## config.mk

```make
export PLATFORM = sky130hd
export DESIGN_NAME = cxe_ctrl
export DESIGN_NICKNAME = d
export VERILOG_FILES = /design/src/hdl/cxe_pkg.sv /design/src/hdl/cxe_ctrl.sv
export SDC_FILE = /design/constraint.sdc
export NUM_CORES = 1
export LEC_CHECK = 0
export BUFFER_PORTS_ARGS = -buffer_cell sky130_fd_sc_hd__buf_2
export CAP_MARGIN = 20
export CORE_ASPECT_RATIO = 0.7
export CORE_MARGIN = 4
export CORE_UTILIZATION = 50
export CTS_CLUSTER_SIZE = 12
export DETAILED_ROUTE_END_ITERATION = 10
export PLACE_DENSITY = 0.83
export SLEW_MARGIN = 20
export SYNTH_ARGS = -nofsm -noshare
export SYNTH_HDL_FRONTEND = slang
export SYNTH_SLANG_ARGS = --single-unit
```

## constraint.sdc

```tcl
create_clock -name clk -period 6.8 [get_ports clk]
set_clock_uncertainty 0.05 [all_clocks]
set_input_delay 1.7 -clock clk [delete_from_list [all_inputs] [get_ports clk]]
set_output_delay 1.7 -clock clk [all_outputs]
set_load 0.05 [all_outputs]
```

## src/hdl/cxe_pkg.sv

```systemverilog
`default_nettype none
package cxe_pkg;

	localparam int unsigned DEPTH   = 1024;
	localparam int unsigned ADDR_W  = (DEPTH > 1) ? $clog2(DEPTH) : 1;
	localparam int unsigned WORD_W  = 64;
	localparam int unsigned CNT_W   = 11;
	localparam int unsigned IDX_W   = 32;
	localparam int unsigned TYPE_W  = 16;

	typedef enum logic [1:0] {
		CMD_LOAD = 2'd0,
		CMD_CMPX = 2'd1,
		CMD_READ = 2'd2,
		CMD_NONE = 2'd3
	} cmd_e;

	typedef enum logic [1:0] {
		ST_OK        = 2'd0,
		ST_BAD_TYPE  = 2'd1,
		ST_BAD_INDEX = 2'd2
	} status_e;

	// last field in the lowest bits
	typedef struct packed {
		logic [WORD_W-1:0] data_value;
		logic [TYPE_W-1:0] order_type;
		logic [IDX_W-1:0]  second_index;
		logic [IDX_W-1:0]  first_index;
		cmd_e              command;
	} item_t;

	typedef struct packed {
		logic [WORD_W-1:0] read_value;
		logic              swapped;
		status_e           status;
	} result_t;

	typedef struct packed {
		logic              we;
		logic [ADDR_W-1:0] waddr;
		logic [WORD_W-1:0] wdata;
		logic              re;
		logic [ADDR_W-1:0] raddr;
	} ram_req_t;

	localparam int unsigned ITEM_W   = $bits(item_t);
	localparam int unsigned RESULT_W = $bits(result_t);
	localparam int unsigned S_DATA_W = ((ITEM_W + 7) / 8) * 8;
	localparam int unsigned M_DATA_W = ((RESULT_W + 7) / 8) * 8;

	function automatic logic index_ok(input logic [IDX_W-1:0] idx,
	                                  input logic [CNT_W-1:0] cnt);
		return (idx < {{(IDX_W-CNT_W){1'b0}}, cnt}) && (idx < IDX_W'(DEPTH));
	endfunction

endpackage
`default_nettype wire

```

## src/hdl/cxe_ctrl.sv

```systemverilog
`default_nettype none
module cxe_ctrl (
	input  wire logic                          clk,
	input  wire logic                          arst_n,
	input  wire logic [cxe_pkg::CNT_W-1:0]     element_count,
	input  wire logic                          in_valid,
	output logic                               in_ready,
	input  wire cxe_pkg::item_t                in_item,
	output logic                               res_valid,
	input  wire logic                          res_ready,
	output cxe_pkg::result_t                   res,
	output cxe_pkg::ram_req_t                  ram_req,
	input  wire logic [cxe_pkg::WORD_W-1:0]    ram_rdata
);
	import cxe_pkg::*;

	typedef enum logic [6:0] {
		S_IDLE = 7'b0000001,
		S_RD_A = 7'b0000010,
		S_RD_B = 7'b0000100,
		S_CMP  = 7'b0001000,
		S_WR_A = 7'b0010000,
		S_WR_B = 7'b0100000,
		S_DONE = 7'b1000000
	} state_t;

	state_t            state_q, state_d;
	cmd_e              cmd_q;
	status_e           status_q;
	logic              type_q;
	logic [ADDR_W-1:0] ia_q, ib_q;
	logic [WORD_W-1:0] word_a_q, word_b_q;
	logic              swapped_q;

	logic              accept;
	logic              i_ok, j_ok, bad_type;
	status_e           status_in;
	logic [WORD_W-1:0] cmp_lhs, cmp_rhs;
	logic              need_swap;

	assign in_ready  = (state_q == S_IDLE);
	assign accept    = in_valid && in_ready;
	assign res_valid = (state_q == S_DONE);

	assign i_ok     = index_ok(in_item.first_index, element_count);
	assign j_ok     = index_ok(in_item.second_index, element_count);
	assign bad_type = |in_item.order_type[TYPE_W-1:1];

	always_comb begin
		status_in = ST_OK;
		unique case (in_item.command)
			CMD_LOAD, CMD_READ: begin
				if (!i_ok) status_in = ST_BAD_INDEX;
			end
			CMD_CMPX: begin
				if (bad_type)            status_in = ST_BAD_TYPE;
				else if (!(i_ok && j_ok)) status_in = ST_BAD_INDEX;
			end
			default: status_in = ST_OK;
		endcase
	end

	// single magnitude comparator; operands swapped for descending order
	assign cmp_lhs   = type_q ? word_a_q : ram_rdata;
	assign cmp_rhs   = type_q ? ram_rdata : word_a_q;
	assign need_swap = cmp_lhs < cmp_rhs;

	always_comb begin
		state_d = state_q;
		unique case (state_q)
			S_IDLE: begin
				if (accept) begin
					if (status_in != ST_OK || in_item.command == CMD_NONE) state_d = S_DONE;
					else if (in_item.command == CMD_LOAD)                 state_d = S_WR_A;
					else                                                   state_d = S_RD_A;
				end
			end
			S_RD_A: state_d = S_RD_B;
			S_RD_B: state_d = (cmd_q == CMD_READ) ? S_DONE : S_CMP;
			S_CMP:  state_d = need_swap ? S_WR_A : S_DONE;
			S_WR_A: state_d = (cmd_q == CMD_LOAD) ? S_DONE : S_WR_B;
			S_WR_B: state_d = S_DONE;
			S_DONE: begin
				if (res_ready) state_d = S_IDLE;
			end
			default: state_d = S_IDLE;
		endcase
	end

	always_ff @(posedge clk or negedge arst_n) begin
		if (!arst_n) begin
			state_q   <= S_IDLE;
			swapped_q <= 1'b0;
		end else begin
			state_q <= state_d;
			if (accept) begin
				swapped_q <= 1'b0;
			end else if (state_q == S_CMP) begin
				swapped_q <= need_swap;
			end
		end
	end

	always_ff @(posedge clk) begin
		if (accept) begin
			cmd_q    <= in_item.command;
			status_q <= status_in;
			type_q   <= in_item.order_type[0];
			ia_q     <= in_item.first_index[ADDR_W-1:0];
			ib_q     <= in_item.second_index[ADDR_W-1:0];
			word_b_q <= in_item.data_value;
		end else if (state_q == S_CMP) begin
			word_b_q <= ram_rdata;
		end
		if (state_q == S_RD_B) begin
			word_a_q <= ram_rdata;
		end
	end

	always_comb begin
		ram_req.we    = (state_q == S_WR_A) || (state_q == S_WR_B);
		ram_req.waddr = (state_q == S_WR_B) ? ib_q : ia_q;
		ram_req.wdata = (state_q == S_WR_B) ? word_a_q : word_b_q;
		ram_req.re    = (state_q == S_RD_A) || (state_q == S_RD_B);
		ram_req.raddr = (state_q == S_RD_B) ? ib_q : ia_q;
	end

	always_comb begin
		res.status     = status_q;
		res.swapped    = swapped_q;
		res.read_value = (cmd_q == CMD_READ && status_q == ST_OK) ? word_a_q : '0;
	end

endmodule
`default_nettype wire

```

* After elaboration in Yosys (flattened, before gate mapping)
Cells that the tools add are included.
** Storage, ports and cells
- Flip-flop bits (word level) :: 161
- Bits of input ports :: 225
- Output and inout bits :: 155
- Word-level logic and storage cells :: 65
** Cells by class
- Order comparisons :: 5
- Equal/unequal tests :: 13
- Mux-type cells :: 22
- Reductions and logical operators :: 16
** Operators with widths (number)
- 2-to-1 mux 64 bit :: 6
- less-than comparator 32 x 11 -> 1 bit :: 2
- less-than comparator 32 x 11 -> 1 bit, second input constant :: 2
- less-than comparator 64 bit :: 1
- one-hot mux 7 bit (7 select lines) :: 1
- 2-to-1 mux 7 bit :: 6
- 2-to-1 mux 10 bit :: 2
- OR reduction 15 bit :: 1
- == test 7 x 1 -> 1 bit, second input constant :: 1
- == test 7 x 2 -> 1 bit, second input constant :: 1
- == test 7 x 3 -> 1 bit, second input constant :: 1
- == test 7 x 4 -> 1 bit, second input constant :: 1
- == test 7 x 5 -> 1 bit, second input constant :: 1
- == test 7 x 6 -> 1 bit, second input constant :: 1
- == test 7 bit, second input constant :: 1
- == test 2 bit, second input constant :: 3
- logical NOT 2 bit :: 3
- 2-to-1 mux 2 bit :: 3
- logical AND 1 bit :: 5
- 2-to-1 mux 5 bit :: 1
- inequality test 2 x 1 -> 1 bit, second input constant :: 2
- one-hot mux 2 bit (2 select lines) :: 1
- nonzero test 2 bit :: 2
- logical OR 1 bit :: 3
- 4 further kinds :: 5

* Logic depth before layout (Yosys ltp)
- Word-level depth :: 11
- Depth in mapped cells :: 13
- Depth with buffers taken out :: 11

* Least setup slack after synthesis
Ideal clock, no wire load.
- Kind :: register to output
- Start :: register state_q[1]
- End :: output ram_req[2] in the netlist's numbering
- Arrival time :: 3798 ps
- Required time :: 5050 ps
- Path slack :: 1252 ps
- Stages on the path, launching flop included :: 6
- Buffers on the path :: 1
- Cells stage by stage :: dfrtp_1 -> nor4_1 -> nand2b_1 -> nor2b_1 -> clkbuf_1 -> mux2_2
** RTL lines
- from (decl) :: RTL line cxe_ctrl.sv:27 : state_t state_q, state_d;
- from (signal assigned) :: RTL line cxe_ctrl.sv:95 : state_q <= state_d;
- to (decl) :: RTL line cxe_ctrl.sv:12 : output cxe_pkg::ram_req_t ram_req,

==> impl.org <==
** Critical path
- Data arrives at the worst endpoint at 2.73 ns.
- The critical path in this run is classified as reg2out.
- At the worst endpoint, the required time is 5.05 ns.
- Of all nets on the critical path, the largest fanout is 43.
- The worst setup path is captured at an output pin.
- The worst register-to-register path has a setup slack of 3.47 ns.
- The worst register-to-register path has a depth of 7.
- End of the worst register-to-register path :: state_q[6]
- Worst r2r src :: state_q[2]
- STA classifies the critical path startpoint as a register.

** Logic synthesis
- Most frequent cell after synthesis :: sky130_fd_sc_hd__nand2_1
- Counting flops with a built-in enable in the synthesized netlist gives 153.
- After synthesis, flip-flops and latches occupy 47.70% of the total area.
- The largest total area in the synthesized netlist belongs to sky130_fd_sc_hd__edfxtp_1.
- Primary flip-flop cell chosen by synthesis mapping :: sky130_fd_sc_hd__edfxtp_1
- Of all flip-flops after synthesis, the portion carrying an async set or reset was 4.969%.
- The top cell type by area accounts for 45.70% of the synthesized area.
- In this run the cell area of the synthesized design comes to 0.01005 mm^2.
- Yosys mapped the design onto 69 distinct sky130hd cell types.
- In the synthesized netlist, the number of instances is 1011.
- When the netlist entered floorplanning its net count stood at 1257.
- In the synthesized netlist, the cells that appear most often are sky130_fd_sc_hd__nand2_1, sky130_fd_sc_hd__edfxtp_1, sky130_fd_sc_hd__and2_1, sky130_fd_sc_hd__mux2_2, sky130_fd_sc_hd__o21ai_0.
- By area the synthesized netlist is led by sky130_fd_sc_hd__edfxtp_1, sky130_fd_sc_hd__nand2_1, sky130_fd_sc_hd__mux2_2.
- In this run, synthesis produced a sequential element count of 161.
- Mean Syn Cell Area :: 9.944 um^2
- For this run, the number of Yosys warnings is 0.

** Finish
- Area grow syn2layout :: 27.27%
- Finished layout cell area :: 0.01279 mm^2
- Fraction of layout instances using a drive strength above 1 :: 35.44%
- Number of nets in the layout :: 1627
- For this run, the number of standard cells in the final layout without fillers is 1665.

** Placement
- Final estimated routing congestion in global placement :: 1.003
- Detailed placement finished with a half-perimeter wire length of 23890 um.
- Post-DP Area :: 0.01223 mm^2
- Number of instances in the placed design :: 1632
- Worst setup slack after placement :: 2.343 ns
- Count of buffers inserted at the top-level ports :: 379

** Global route
- The total overflow left after global routing is 0.
- First-pass GRT wire length :: 48840 um
- Global routing consumed, over all layers together, 27.51% of the routing resources.
- Initial antenna violation count :: 0
- Maximum number of pins on one net before global-route repair :: 105
- The via count of the first global-routing pass is 9088.

** Clocking
- In this run, post-CTS repair resized a total of 0 instances.
- Master cell of the clock root buffer :: sky130_fd_sc_hd__clkbuf_16
- Maximum level of the CTS H-tree :: 4
- Buffers added to address setup during post-CTS repair amount to 0.
- TritonCTS created 17 clock buffers.
- TritonCTS built the clock tree.
- The clock passes through at most 2 buffers.
- Source-to-sink clock delay at the later pin of the worst-skew pair :: 0.43 ns
- Hold repair after CTS inserted 0 buffers.
- Clock-pin slew was measured on the worst setup and hold paths at 0.06 ns.
- Total number of clock tree sinks :: 161

** STA
- Min cycle time layout :: 4.482 ns
- Measured against its own limit, the worst slew margin works out to 35.04%.
- Share of the clock period used by the worst path :: 65.91%
- Across all setup checks in the final design, the least slack found is 2.318 ns.
- The count of final hold-check violations is 0.
- Setup total negative slack on the finished layout was measured at 0 ns.
- At the pin with the least slew margin, the transition time is 0.9743 ns.
- Setup repair after global routing missed its margin :: false
- Derived from the worst setup path, the maximum achievable clock frequency is 0.2231 GHz.
- Setup violations remaining at the end of the flow were counted as 0.
- The final count of pins violating max slew is 0.

** Flow run
- Number of max-cap violations :: 0

** Floorplanning
- Area of the die :: 0.02248 mm^2
- Row generation in the floorplan step produced 43 rows.
- Area of the core :: 0.01980 mm^2
- Height of the die :: 126.6 um
- 380 I/O pins were placed.
- For this configuration, the core starts out at a cell density of 50.78%.
- Overall die width :: 177.5 um

** Outcome
- The flow ran to the end, and the final reports show no timing, DRC or antenna violations.

** Worst hold path
- Hold path endpoint :: swapped_q
- Along the worst hold path, the cell count comes to 1.
- Tightest Hold Check Type :: reg2reg
- Hold Startpoint :: swapped_q

** Route
- Wire length after detailed routing :: 32050 um
- Vias after detailed routing :: 9306
- DR vias/cell :: 5.589
- The first routing iteration left 869 violations.
- Dividing the detail-routed wire length by the instance count gives 19.25 um.
- After detailed routing, the number of remaining DRC violations is 0.
- Detailed-routing iteration count for the pre-antenna-repair pass :: 5
- Post-route antenna net violation count :: 0

** Power and ir drop
- Power density over the cells :: 300.8 mW/mm^2
- Leakage power summed over all cells :: 5.759 nW
- The completed layout was analyzed and its total power is 3.849 mW.
- IR analysis of the VDD net gives a maximum drop of 192.4 uV.
-- kinds of logic (layout without fill, tap and decap cells) --
| family | Yosys count | in the layout | share of synthesized area, % |
|---|---|---|---|
| and+or+nand+nor | 468 | 468 | 23.76 |
| DFF | 161 | 161 | 47.70 |
| AOI/OAI and AO/OA | 149 | 149 | 9.869 |
| buffers and inverters | 90 | 473 | 3.447 |
| muxes | 64 | 64 | 7.156 |
| adders and majority gates | 51 | 51 | 5.625 |
| xor gates and xnor gates | 28 | 28 | 2.439 |
| other | 0 | 1 | 0 |
-- worst max path at each step --
stage	from	endpoint	slack, ns	cells after the start
floorplan	state_q[1]	ram_req[2]	1.25	5
global placement	ram_rdata[63]	state_q[4]	2.44	11
detailed placement	ram_rdata[63]	state_q[4]	2.34	11
CTS	state_q[1]	ram_req[7]	2.28	6
global route	state_q[1]	ram_req[7]	2.12	6
finish	state_q[1]	ram_req[7]	2.32	6
-- layout make-up --
| type | count | area, um^2 |
|---|---|---|
| antenna | 1 | 2.502 |
| fill | 1625 | 7004 |
| sequential | 161 | 4796 |
| multi-input combinational | 760 | 4935 |
| clock inverter | 14 | 130.1 |
| inverter | 54 | 207.7 |
| clock buffer | 18 | 429.2 |
| tap | 270 | 337.8 |
| timing repair buffer | 387 | 1957 |
-- per-layer routing --
metal  track usage [%]  up-vias  routed length [um]
met1             37.53     4456               13660
met4             6.727        0                 376
li1                  -     4361                   -
met3             5.630       33                2733
met2             45.45      456               15290
met5                 0        -                   0
-- worst max-delay path, cell delays in order (launching register included) --
cell                       delay (ns)
sky130_fd_sc_hd__dfrtp_1         0.44
sky130_fd_sc_hd__nor4_1          0.37
sky130_fd_sc_hd__nand2b_1        0.22
sky130_fd_sc_hd__nor2b_4         0.15
sky130_fd_sc_hd__buf_4           0.50
sky130_fd_sc_hd__mux2_2          0.42
sky130_fd_sc_hd__buf_2           0.22
-- registers in the layout, indices dropped and copies added (netlist names) --
register and count:
ib_q 10, word_a_q 64, ia_q 10, swapped_q 1, cmd_q 2, status_q 2, state_q 7, word_b_q 64
type_q 1
-- placed cells by master (no fill, tap or decap), drive strengths merged, types with 5 or more instances in the layout --
cell,count
nor3,13
nand2b,53
ha,21
xor2,18
nand2,206
a21oi,16
xnor2,10
a21o,8
buf,387
nor2,23
o21ai,58
a311oi,5
inv,59
o221ai,5
nand3,9
nor2b,40
clkbuf,18
or4,6
and2,65
maj3,30
clkinvlp,5
mux2,63
o2111ai,6
nor4,19
edfxtp,153
dfrtp,7
o211ai,14
nand4,14
-- report_power, final --
group          internal [mW]  leakage, nW  switching (mW)
Clock                  0.509        0.257           0.426
Sequential              1.33         1.53          0.0525
Combinational          0.380         3.97            1.15
Total                   2.22         5.76            1.63
-- per-stage QoR --
stage          utilization (%)  hold WS, ns
6_report                 64.62       0.4548
5_1_grt                  64.61       0.4846
4_1_cts                  64.60       0.4531
3_5_place_dp             61.77       0.4396
3_3_place_gp             61.77       0.4415
2_1_floorplan                -       0.4245
No activity file was read; power rests on OpenSTA's default activity.
